## src/hdl/bst_pkg.sv

```systemverilog
// ============================================================================
// bst_pkg
// Shared types and constants for the breakpoint slot table: slot count,
// BREAK word fields, RAM geometry, and the request and response structs.
// ============================================================================
package bst_pkg;

    // Slots in each of the two tables (instruction and data)
    localparam int SLOTS_PER_TABLE = 15;

    // Slot counter and RAM entry index widths
    localparam int SLOT_W  = (SLOTS_PER_TABLE > 1) ? $clog2(SLOTS_PER_TABLE) : 1;
    localparam int ENTRIES = 2 * SLOTS_PER_TABLE;
    localparam int ENTRY_W = $clog2(ENTRIES);

    // One RAM entry holds the slot address above the saved word
    localparam int WORD_W     = 32;
    localparam int RAM_DATA_W = 2 * WORD_W;

    // BREAK patch word: ((slot + base) & mask) << shift | opcode
    localparam logic [31:0] BREAK_CODE_BASE  = 32'h0000_0010;
    localparam logic [31:0] BREAK_CODE_MASK  = 32'h000F_FFFF;
    localparam logic [31:0] BREAK_OPCODE     = 32'h0000_000D;
    localparam int          BREAK_CODE_SHIFT = 6;

    // Status codes
    localparam logic STATUS_OK   = 1'b0;
    localparam logic STATUS_FULL = 1'b1;

    // Table select codes
    localparam logic TABLE_DATA  = 1'b0;
    localparam logic TABLE_INSTR = 1'b1;

    typedef struct packed {
        logic        table_select;
        logic [31:0] target_address;
        logic [31:0] original_word;
        logic [7:0]  request_tag;
        logic [31:0] request_id;
    } bst_req_t;

    typedef struct packed {
        logic        status;
        logic [3:0]  slot_index;
        logic [31:0] saved_word;
        logic        patch_valid;
        logic [31:0] patch_word;
        logic        patch_instruction_space;
        logic [7:0]  echo_tag;
        logic [31:0] echo_id;
    } bst_rsp_t;

endpackage

```

## src/hdl/bst_ram.sv

```systemverilog
// ============================================================================
// bst_ram
// Generic single-port-write, single-port-read RAM with a registered read.
// ============================================================================
module bst_ram #(
    parameter int WIDTH = 32,
    parameter int DEPTH = 16
) (
    input  logic                     clk,
    input  logic                     wr_en,
    input  logic [$clog2(DEPTH)-1:0] wr_addr,
    input  logic [WIDTH-1:0]         wr_data,
    input  logic                     rd_en,
    input  logic [$clog2(DEPTH)-1:0] rd_addr,
    output logic [WIDTH-1:0]         rd_data
);

    logic [WIDTH-1:0] mem [DEPTH];

    // Write port
    always_ff @(posedge clk)
    begin
        if (wr_en)
        begin
            mem[wr_addr] <= wr_data;
        end
    end

    // Registered read port
    always_ff @(posedge clk)
    begin
        if (rd_en)
        begin
            rd_data <= mem[rd_addr];
        end
    end

endmodule

```

## src/hdl/breakpoint_slot_table.sv

```systemverilog
// ============================================================================
// breakpoint_slot_table
// Sets software breakpoints in an instruction table or a data table of
// slots, returning the slot used and the BREAK patch word for new slots.
// ============================================================================
// A request names a table and an address. The block walks that table's slots
// in order, one slot per cycle out of a single slot RAM with a registered
// read, and stops at the first free slot or the first slot already holding
// the address; it waits on that slot while the response register is blocked.
// Accepting a request starts the read of the first slot. A free slot is
// claimed (address and original word written back) and answered with a
// patch word; a matching slot is reused unchanged; a table with neither
// answers table full and changes nothing. All slots are free after reset,
// with no clearing pass. The response sits in an output register, so a new
// request is taken while the last response waits.
module breakpoint_slot_table
    import bst_pkg::*;
(
    input  logic     clk,
    input  logic     rst_n,
    input  logic     req_valid,
    output logic     req_ready,
    input  bst_req_t req,
    output logic     rsp_valid,
    input  logic     rsp_ready,
    output bst_rsp_t rsp
);

    typedef enum logic {
        ST_IDLE,
        ST_SCAN
    } state_t;

    state_t                  state_reg;
    logic [SLOT_W-1:0]       slot_reg;
    bst_req_t                req_reg;
    logic                    rsp_valid_reg;
    bst_rsp_t                rsp_reg;
    logic [ENTRIES-1:0]      used_reg;

    logic                    req_fire;
    logic [ENTRY_W-1:0]      req_base;
    logic [ENTRY_W-1:0]      cur_base;
    logic [ENTRY_W-1:0]      cur_entry;
    logic [RAM_DATA_W-1:0]   ram_rd_data;
    logic [WORD_W-1:0]       cur_addr;
    logic [WORD_W-1:0]       cur_word;
    logic                    hit;
    logic                    fresh;
    logic                    last_slot;
    logic                    out_free;
    logic                    finish;
    logic                    advance;
    logic                    ram_wr_en;
    logic                    ram_rd_en;
    logic [ENTRY_W-1:0]      ram_rd_addr;
    logic [31:0]             slot_num;
    bst_rsp_t                rsp_next;

    // Handshake
    assign req_ready = (state_reg == ST_IDLE);
    assign req_fire  = req_valid && req_ready;
    assign rsp_valid = rsp_valid_reg;
    assign rsp       = rsp_reg;

    // Entry index of the slot under test
    assign req_base  = (req.table_select == TABLE_INSTR) ? ENTRY_W'(SLOTS_PER_TABLE) : '0;
    assign cur_base  = (req_reg.table_select == TABLE_INSTR) ? ENTRY_W'(SLOTS_PER_TABLE) : '0;
    assign cur_entry = cur_base + ENTRY_W'(slot_reg);

    // Treat never-written entries as free
    assign cur_addr = used_reg[cur_entry] ? ram_rd_data[RAM_DATA_W-1:WORD_W] : '0;
    assign cur_word = used_reg[cur_entry] ? ram_rd_data[WORD_W-1:0] : '0;

    // Slot test and scan control
    assign hit       = (cur_addr == '0) || (cur_addr == req_reg.target_address);
    assign fresh     = (cur_addr == '0);
    assign last_slot = (slot_reg == SLOT_W'(SLOTS_PER_TABLE - 1));
    assign out_free  = !rsp_valid_reg || rsp_ready;
    assign finish    = (state_reg == ST_SCAN) && (hit || last_slot) && out_free;
    assign advance   = (state_reg == ST_SCAN) && !hit && !last_slot;
    assign ram_wr_en = finish && hit && fresh;

    // Read the first slot on accept, the next slot while scanning, and
    // re-read the current slot while the response register is blocked
    always_comb
    begin
        ram_rd_en   = 1'b0;
        ram_rd_addr = cur_entry;
        if (req_fire)
        begin
            ram_rd_en   = 1'b1;
            ram_rd_addr = req_base;
        end
        else if ((state_reg == ST_SCAN) && !finish)
        begin
            ram_rd_en   = 1'b1;
            ram_rd_addr = advance ? (cur_entry + ENTRY_W'(1)) : cur_entry;
        end
    end

    bst_ram #(
        .WIDTH (RAM_DATA_W),
        .DEPTH (ENTRIES)
    ) u_slot_ram (
        .clk     (clk),
        .wr_en   (ram_wr_en),
        .wr_addr (cur_entry),
        .wr_data ({req_reg.target_address, req_reg.original_word}),
        .rd_en   (ram_rd_en),
        .rd_addr (ram_rd_addr),
        .rd_data (ram_rd_data)
    );

    // Build the response for a hit or a full table
    assign slot_num = 32'(slot_reg) + 32'd1;

    always_comb
    begin
        rsp_next          = '0;
        rsp_next.echo_tag = req_reg.request_tag;
        rsp_next.echo_id  = req_reg.request_id;
        if (hit)
        begin
            rsp_next.status     = STATUS_OK;
            rsp_next.slot_index = slot_num[3:0];
            rsp_next.saved_word = fresh ? req_reg.original_word : cur_word;
            if (fresh)
            begin
                rsp_next.patch_valid = 1'b1;
                rsp_next.patch_word  =
                    (((slot_num + BREAK_CODE_BASE) & BREAK_CODE_MASK) << BREAK_CODE_SHIFT)
                    | BREAK_OPCODE;
                rsp_next.patch_instruction_space = req_reg.table_select;
            end
        end
        else
        begin
            rsp_next.status = STATUS_FULL;
        end
    end

    // State, scan counter, slot-used bits and response register
    always_ff @(posedge clk or negedge rst_n)
    begin
        if (!rst_n)
        begin
            state_reg     <= ST_IDLE;
            slot_reg      <= '0;
            req_reg       <= '0;
            rsp_valid_reg <= 1'b0;
            rsp_reg       <= '0;
            used_reg      <= '0;
        end
        else
        begin
            if (rsp_valid_reg && rsp_ready && !finish)
            begin
                rsp_valid_reg <= 1'b0;
            end
            unique case (state_reg)
                ST_IDLE:
                begin
                    if (req_fire)
                    begin
                        req_reg   <= req;
                        slot_reg  <= '0;
                        state_reg <= ST_SCAN;
                    end
                end
                ST_SCAN:
                begin
                    if (finish)
                    begin
                        rsp_reg       <= rsp_next;
                        rsp_valid_reg <= 1'b1;
                        state_reg     <= ST_IDLE;
                        if (ram_wr_en)
                        begin
                            used_reg[cur_entry] <= 1'b1;
                        end
                    end
                    else if (advance)
                    begin
                        slot_reg <= slot_reg + SLOT_W'(1);
                    end
                end
                default:
                begin
                    state_reg <= ST_IDLE;
                end
            endcase
        end
    end

    // A claimed slot is reported as a successful patch in the next cycle
    assert property (@(posedge clk) disable iff (!rst_n)
        ram_wr_en |=> rsp_valid && (rsp.status == STATUS_OK) && rsp.patch_valid)
    else $error("slot write without a patch response");

    // A full table reports no slot and no patch
    assert property (@(posedge clk) disable iff (!rst_n)
        (rsp_valid && (rsp.status == STATUS_FULL)) |->
            (rsp.slot_index == 4'd0) && !rsp.patch_valid && (rsp.patch_word == '0))
    else $error("table-full response carries slot or patch data");

    // A blocked response is never overwritten by a finishing scan
    assert property (@(posedge clk) disable iff (!rst_n)
        (rsp_valid && !rsp_ready) |-> !finish)
    else $error("scan finished over a pending response");

    // The scan counter never runs past the last slot
    assert property (@(posedge clk) disable iff (!rst_n)
        (state_reg == ST_SCAN) |-> (32'(slot_reg) < 32'(SLOTS_PER_TABLE)))
    else $error("scan counter beyond last slot");

    // An accepted request starts a scan in the next cycle
    assert property (@(posedge clk) disable iff (!rst_n)
        req_fire |=> (state_reg == ST_SCAN) && (slot_reg == '0))
    else $error("accepted request did not start a scan");

endmodule

```

## config.mk

```make
export PLATFORM = sky130hd
export DESIGN_NAME = breakpoint_slot_table
export DESIGN_NICKNAME = d
export VERILOG_FILES = /design/src/hdl/bst_pkg.sv /design/src/hdl/bst_ram.sv /design/src/hdl/breakpoint_slot_table.sv
export SDC_FILE = /design/constraint.sdc
export NUM_CORES = 2
export LEC_CHECK = 0
export ABC_AREA = 1
export BUFFER_PORTS_ARGS = -buffer_cell sky130_fd_sc_hd__buf_2
export CAP_MARGIN = 20
export CORE_UTILIZATION = 40
export CTS_CLUSTER_SIZE = 16
export DETAILED_ROUTE_END_ITERATION = 7
export GPL_TIMING_DRIVEN = 0
export PLACE_DENSITY = 0.65
export SLEW_MARGIN = 20
export SYNTH_ARGS = -nofsm -noshare
export SYNTH_HDL_FRONTEND = slang
export SYNTH_HIERARCHICAL = 1
export SYNTH_SLANG_ARGS = --single-unit
```

## constraint.sdc

```tcl
create_clock -name clk -period 10.9 [get_ports clk]
set_input_delay 1.09 -clock clk [delete_from_list [all_inputs] [get_ports clk]]
set_output_delay 1.09 -clock clk [all_outputs]
set_load 0.005 [all_outputs]
```

# ---- Word-level counts from Yosys, hierarchy flattened
# Memories as Yosys holds them, arrays and structs flattened. A register that Yosys moved wholly into a read port is not among the register bits.
# Index checks and enable logic that the tools add are counted.
dict set report word_totals {
  register_bits 252
  output_inout_bits 113
  wordCells 84
  romBits 0
  mem_bits_rw 1920
  latchBits 0
  in_bits 109
  n_memories 1
}
dict set report classes {
  order_cmp 2
  shifts 0
  bitwise_logic 2
  add_sub_neg 5
  n_eq_ne 5
  n_div 0
  reduce_logical 23
  muxes 29
  mul 0
}
# memory depth word_bits rd rd_ports_with_merged_regs wr line_no
set mem_list {}
lappend mem_list {u_slot_ram.mem 30 64 1 1 1 bst_ram.sv:18} ;# logic [WIDTH-1:0] mem [DEPTH];
# op count
set ops {}
lappend ops {{$mux 32} 3}
lappend ops {{$mux 70} 1}
lappend ops {{$mux 34} 1}
lappend ops {{$eq 32x32->1} 1}
lappend ops {{$logic_not 32->1} 1}
lappend ops {{$or 30x30->30} 1}
lappend ops {{$mux 4} 5}
lappend ops {{$mux 5} 3}
lappend ops {{$mux 1} 12}
lappend ops {{$logic_and 1x1->1} 11}
lappend ops {{$pmux 4 s2} 1}
lappend ops {{$add 5x5->6 const B} 1}
lappend ops {{$lt 5x6->1 const B} 1}
lappend ops {{$reduce_and 3->1} 2}
lappend ops {{$add 4x1->5 const B} 1}
lappend ops {{$add 4x4->5} 1}
lappend ops {{$add 5x1->5 const B} 1}
lappend ops {{$bmux 1 s5} 1}
lappend ops {{$demux 1 s5} 1}
lappend ops {{$ge 5x1->1 const B} 1}
lappend ops {{$add 4x1->4 const B} 1}
lappend ops {{$eq 4x4->1 const B} 1}
lappend ops {{$logic_not 1->1} 4}
lappend ops {{$ne 2x1->1 const B} 2}
lappend ops {{5 further kinds} 8}

# ---- Longest topological paths before layout
dict set report logic_depth {
  depth_word 15
  depth_mapped 38
  ltp_nobuf 32
}

# ---- Modules after synthesis
# The synthesis kept the hierarchy.
# module cells_each instances area_per_inst_um2
set modules_own_cells {}
lappend modules_own_cells {bst_ram 6660 1 79751.5}
lappend modules_own_cells {breakpoint_slot_table 1477 1 11157.0}

# ---- Worst setup path after synthesis
# Ideal clock, no wire load.
dict set report synth_path {
  path_kind {reg2reg}
  startpoint {reg req_reg[104] (netlist name)}
  endpoint {mem u_slot_ram/mem[13][0] (netlist name) (enable)}
  stages_incl_launch_ff 25
  required_ns 10.413
  synth_period_minus_slack_ns 6.745
  arrival_time_ns 6.258
  setup_time_ns 0.487
  slack_ns 4.155
  path_cell_list {dfrtp_1 ha_1 fa_1 clkbuf_1 nand3_1 nand2_1 nand2_1 nand2_1 nand2_1 nand2_1 nor2_4 buf_4 buf_4 nand3_1 nand3_1 nor2_1 nand2_1 nor2_1 nand2_1 nand3_1 nand4_1 clkbuf_1 inv_1 nand3_1 nor2_1}
}
dict set report synth_via {
  elab_chain_cells 14
  word_cells_on_any_way 15
}
# element line_no
set synth_rtl {}
lappend synth_rtl {{start, declared} breakpoint_slot_table.sv:36} ;# bst_req_t req_reg;
lappend synth_rtl {{start signal, assigned} breakpoint_slot_table.sv:166} ;# req_reg <= req;
lappend synth_rtl {{$mux 4 (*)} breakpoint_slot_table.sv:68} ;# assign cur_base = (req_reg.table_select == TABLE_INSTR) ? ENTRY_W'(SLOTS_PER_TABLE) : '0;
lappend synth_rtl {{$add 4x4->5 (*)} breakpoint_slot_table.sv:69} ;# assign cur_entry = cur_base + ENTRY_W'(slot_reg);
lappend synth_rtl {{net cur_entry[1]} breakpoint_slot_table.sv:44} ;# logic [ENTRY_W-1:0] cur_entry;
lappend synth_rtl {{$bmux 1 s5 (*)} breakpoint_slot_table.sv:72} ;# assign cur_addr = used_reg[cur_entry] ? ram_rd_data[RAM_DATA_W-1:WORD_W] : '0;
lappend synth_rtl {{$mux 1 (not written as such) (*)} breakpoint_slot_table.sv:72}
lappend synth_rtl {{$mux 32 (*)} breakpoint_slot_table.sv:72}
lappend synth_rtl {{$eq 32x32->1 or $logic_not 32->1 (tied branches)} {breakpoint_slot_table.sv:76, breakpoint_slot_table.sv:77}}
lappend synth_rtl {{$logic_or 1x1->1} breakpoint_slot_table.sv:76} ;# assign hit = (cur_addr == '0) || (cur_addr == req_reg.target_address);
lappend synth_rtl {{$logic_or 1x1->1} breakpoint_slot_table.sv:80} ;# assign finish = (state_reg == ST_SCAN) && (hit || last_slot) && out_free;
lappend synth_rtl {{$logic_and 1x1->1 (2 in a row)} breakpoint_slot_table.sv:80}
lappend synth_rtl {{$logic_and 1x1->1} breakpoint_slot_table.sv:82} ;# assign ram_wr_en = finish && hit && fresh;
lappend synth_rtl {{$logic_and 1x1->1 (*)} breakpoint_slot_table.sv:82}
lappend synth_rtl {{net ram_wr_en} breakpoint_slot_table.sv:54} ;# logic ram_wr_en;
lappend synth_rtl {{$mux 1 (*)} bst_ram.sv:23} ;# if (wr_en)
lappend synth_rtl {{$mux 1 (not written as such) (*)} bst_ram.sv:25} ;# mem[wr_addr] <= wr_data;
lappend synth_rtl {{end, declared} bst_ram.sv:18}
# The timed path passes the listed nets; every way through them passes the cells marked *. The select of a mux whose other input is x is not followed.

# ---- Worst setup path after layout
dict set report layout_path {
  startpoint {reg req_reg[104] (netlist name)}
  endpoint {reg u_slot_ram.rd_data[3], read port of u_slot_ram.mem (data pin)}
}
dict set report layout_via {
  elab_chain_cells 14
  word_cells_on_any_way 22
}
# element line_no
set layout_rtl {}
lappend layout_rtl {{$mux 4 (*)} breakpoint_slot_table.sv:68}
lappend layout_rtl {{$add 4x4->5 (*)} breakpoint_slot_table.sv:69}
lappend layout_rtl {{net cur_entry[1]} breakpoint_slot_table.sv:44}
lappend layout_rtl {{$bmux 1 s5} breakpoint_slot_table.sv:72}
lappend layout_rtl {{$mux 1 (not written as such)} breakpoint_slot_table.sv:72}
lappend layout_rtl {{$mux 32} breakpoint_slot_table.sv:72}
lappend layout_rtl {{$eq 32x32->1 or $logic_not 32->1 (tied branches)} breakpoint_slot_table.sv:76}
lappend layout_rtl {{$logic_or 1x1->1} breakpoint_slot_table.sv:76}
lappend layout_rtl {{$logic_or 1x1->1} breakpoint_slot_table.sv:80}
lappend layout_rtl {{$logic_and 1x1->1 (2 in a row)} breakpoint_slot_table.sv:80}
lappend layout_rtl {{$logic_not 1->1} breakpoint_slot_table.sv:95} ;# else if ((state_reg == ST_SCAN) && !finish)
lappend layout_rtl {{$logic_and 1x1->1} breakpoint_slot_table.sv:95}
lappend layout_rtl {{$mux 5 (*)} breakpoint_slot_table.sv:95}
lappend layout_rtl {{$mux 5 (*)} breakpoint_slot_table.sv:90} ;# if (req_fire)
lappend layout_rtl {{net ram_rd_addr[3]} breakpoint_slot_table.sv:56} ;# logic [ENTRY_W-1:0] ram_rd_addr;
lappend layout_rtl {{end, declared} bst_ram.sv:15} ;# output logic [WIDTH-1:0] rd_data
# Marks and branches as above.
# A chain may end at the register's enable or synchronous reset.

==> results.json <==
{
  "placementRows": 174,
  "die_h_um": 479,
  "drv_slew": 0,
  "grt_setup_unrepaired": "false",
  "critical_path.top_delay_family": "buffers and inverters",
  "synthArstFlopShare_pct": 10.2,
  "post-route-drc-count": 0,
  "min_period_ns": 8.67,
  "cts_inserted_buffers": 216,
  "finalClockSkew_ns": 0.0391,
  "crit_buf_inv": 8,
  "cp_max_fo": 10,
  "gr-total-overflow": 0,
  "finalHoldViolCount": 0,
  "core_area_mm2": 0.225,
  "routed-wl-met2_um": 134000,
  "ios": 222,
  "start_util_pct": 40.3,
  "layout-drive-gt1-share_pct": 12.4,
  "wl_met1_um": 117000,
  "cts_tree": "built",
  "required_ns": 11.48,
  "first_iter_violations": 9096,
  "syn-cell-area_mm2": 0.0909,
  "highest_layer": "met5",
  "layout.nets": 8808,
  "synth-xor-area-share_pct": 0.0661,
  "grt_pass1_vias": 62400,
  "synthSimpleGateAreaFrac_pct": 23.5,
  "synth_compound_area_share_pct": 0.767,
  "postCtsSetupBuffers": 0,
  "path_common_cell": "nand2_1",
  "synth_adder_area_share_pct": 0.132,
  "end_kind": "flip-flop",
  "crit_type": "reg -> reg",
  "cts_resized": 0,
  "dr_total_vias": 66100,
  "period_share_pct": 79.6,
  "largest_reg_flops": 1920,
  "critPathLaunchType": "flip-flop",
  "clk_path_buf_depth": 3,
  "final_cell_mix": "nand2_1 (3413), edfxtp_1 (1984), nand3_1 (1576)",
  "crit_arrival_ns": 9.26,
  "synth.avg_cell_area_um2": 11.2,
  "hpwl_um": 208000,
  "synth.top_cell.area_share_pct": 65.5,
  "whs_ns": 0.201,
  "synth.distinct_cells": 36,
  "die_x_um": 479,
  "synth_mux_area_share_pct": 0,
  "maxClockFrequency_mhz": 115,
  "dieArea_mm2": 0.229,
  "antenna_found_initial": 12,
  "grt_pass1_wl_um": 429000,
  "io_buffers": 198,
  "clock_sinks": 2210,
  "hp-class": "in -> async",
  "ys_seq_elements": 2210,
  "dr.pass1.iters": 6,
  "cp_slowest_cell": "buf_1",
  "grt.total_usage_pct": 25.8,
  "avgRoutedWirePerCell_um": 25.3,
  "synthTopCellsByArea": "edfxtp_1 (66%), nand2_1 (14%), nand3_1 (8.7%)",
  "drv_cap": 0,
  "max_stage_delay_ns": 0.87,
  "synth_top_cell_by_area": "edfxtp_1",
  "relSlewSlack_pct": 17.3,
  "grt_start_max_net_pins": 86,
  "clock_latency_ns": 0.87,
  "tightestPinTransition_ns": 1.24,
  "cts.clk_slew.worst_paths_ns": 0.07,
  "area_growth_pct": 16.4,
  "synth-edff-count": 1984,
  "wl_met3_um": 33500,
  "ys_warn_count": 6,
  "netlist_instances": 8137,
  "outcome": "completed",
  "synth-seq-area-share_pct": 71.8,
  "setup_viol": 0,
  "viasPerCell": 5.57,
  "place_congestion": 0.945,
  "postRouteAntennaNets": 0,
  "synth_ff_type": "edfxtp_1",
  "hold_buffers": 0,
  "final_common_cell": "nand2_1",
  "synth_top_family_by_area": "simple AND/OR/NAND/NOR gates",
  "cts.htree.levels": 4,
  "root_buffer": "clkbuf_16",
  "wl_um": 300000
}
## worst register-to-register path: cells and delay by family, from the launching register on
family / cells / cell delay (ns)
AO/OA/AOI/OAI: 1 / 0.15
adder cells (fa/ha/maj): 2 / 1.03
AND/OR/NAND/NOR: 20 / 3.12
buffers and inverters: 8 / 3.64
flip-flops: 1 / 0.47
## layout make-up
| type | count | area, um2 |
|---|---|---|
| fill | 19900 | 120000 |
| sequential | 2210 | 65300 |
| multi-input combinational | 5298 | 22500 |
| clock buffer | 274 | 5920 |
| tap | 2992 | 3740 |
| timing repair buffer | 313 | 3580 |
| buffer | 516 | 2950 |
| clock inverter | 133 | 1230 |
| inverter | 135 | 509 |
| antenna | 4 | 10.0 |
## synthesized netlist by cell type, types with 3 or more instances
master,n
nand2_1,3414
edfxtp_1,1984
nand3_1,1576
buf_2,228
dfrtp_1,226
nor2_1,123
inv_1,121
clkbuf_1,114
buf_4,60
buf_6,59
buf_1,51
o21ai_0,49
a21oi_1,35
o21bai_1,29
nand3b_1,12
ha_1,8
inv_2,8
nand4_1,8
clkinv_1,5
o41ai_1,4
buf_8,3
xor2_1,3
## per-stage QoR
stage | area, um2 | util, % | cells | setup TNS (ns) | worst slack, ns
5_1_grt | 106000 | 46.9 | 11900 | 0 | 2.25
3_5_place_dp | 98600 | 43.8 | 11500 | 0 | 2.55
6_report | 106000 | 46.9 | 11900 | 0 | 2.23
2_1_floorplan | 91000 | - | 8159 | 0 | 4.16
4_1_cts | 106000 | 46.9 | 11900 | 0 | 2.51
3_3_place_gp | 95700 | 42.5 | 11300 | -813.07 | -0.935
## layer usage
layer / global-route usage, % / up-vias
li1: - / 29000
met5: 0 / -
met4: 12.0 / 2
met2: 39.5 / 4057
met1: 35.4 / 32500
met3: 4.96 / 612
## kinds of logic (layout without fill, tap and decap cells)
| group | count (synthesis) | in the layout |
|---|---|---|
| compound gates | 121 | 121 |
| xor+xnor | 6 | 6 |
| fa+ha+maj | 9 | 9 |
| buf+inv | 651 | 1371 |
| flops | 2210 | 2210 |
| other cells | 1 | 27 |
| simple gates | 5139 | 5139 |
## final timing paths
check | startpoint | endpoint | slack, ns | cells past startpoint
worst min-delay path | rst_n | used_reg[10] | 0.20 | 1
worst max register to register | req_reg[104] | u_slot_ram/rd_data[3] | 2.23 | 31
worst min register to register | rsp[4] | rsp[4] | 0.47 | 2
max in group asynchronous | rst_n | req_reg[75] | 9.43 | 3
worst max-delay path | req_reg[104] | u_slot_ram/rd_data[3] | 2.23 | 31
min in group clk | req[52] | req_reg[52] | 0.42 | 3
Power is left out: the tool's default activity adds up to more than one toggle a clock period on the data nets, which glitch-free logic cannot reach.
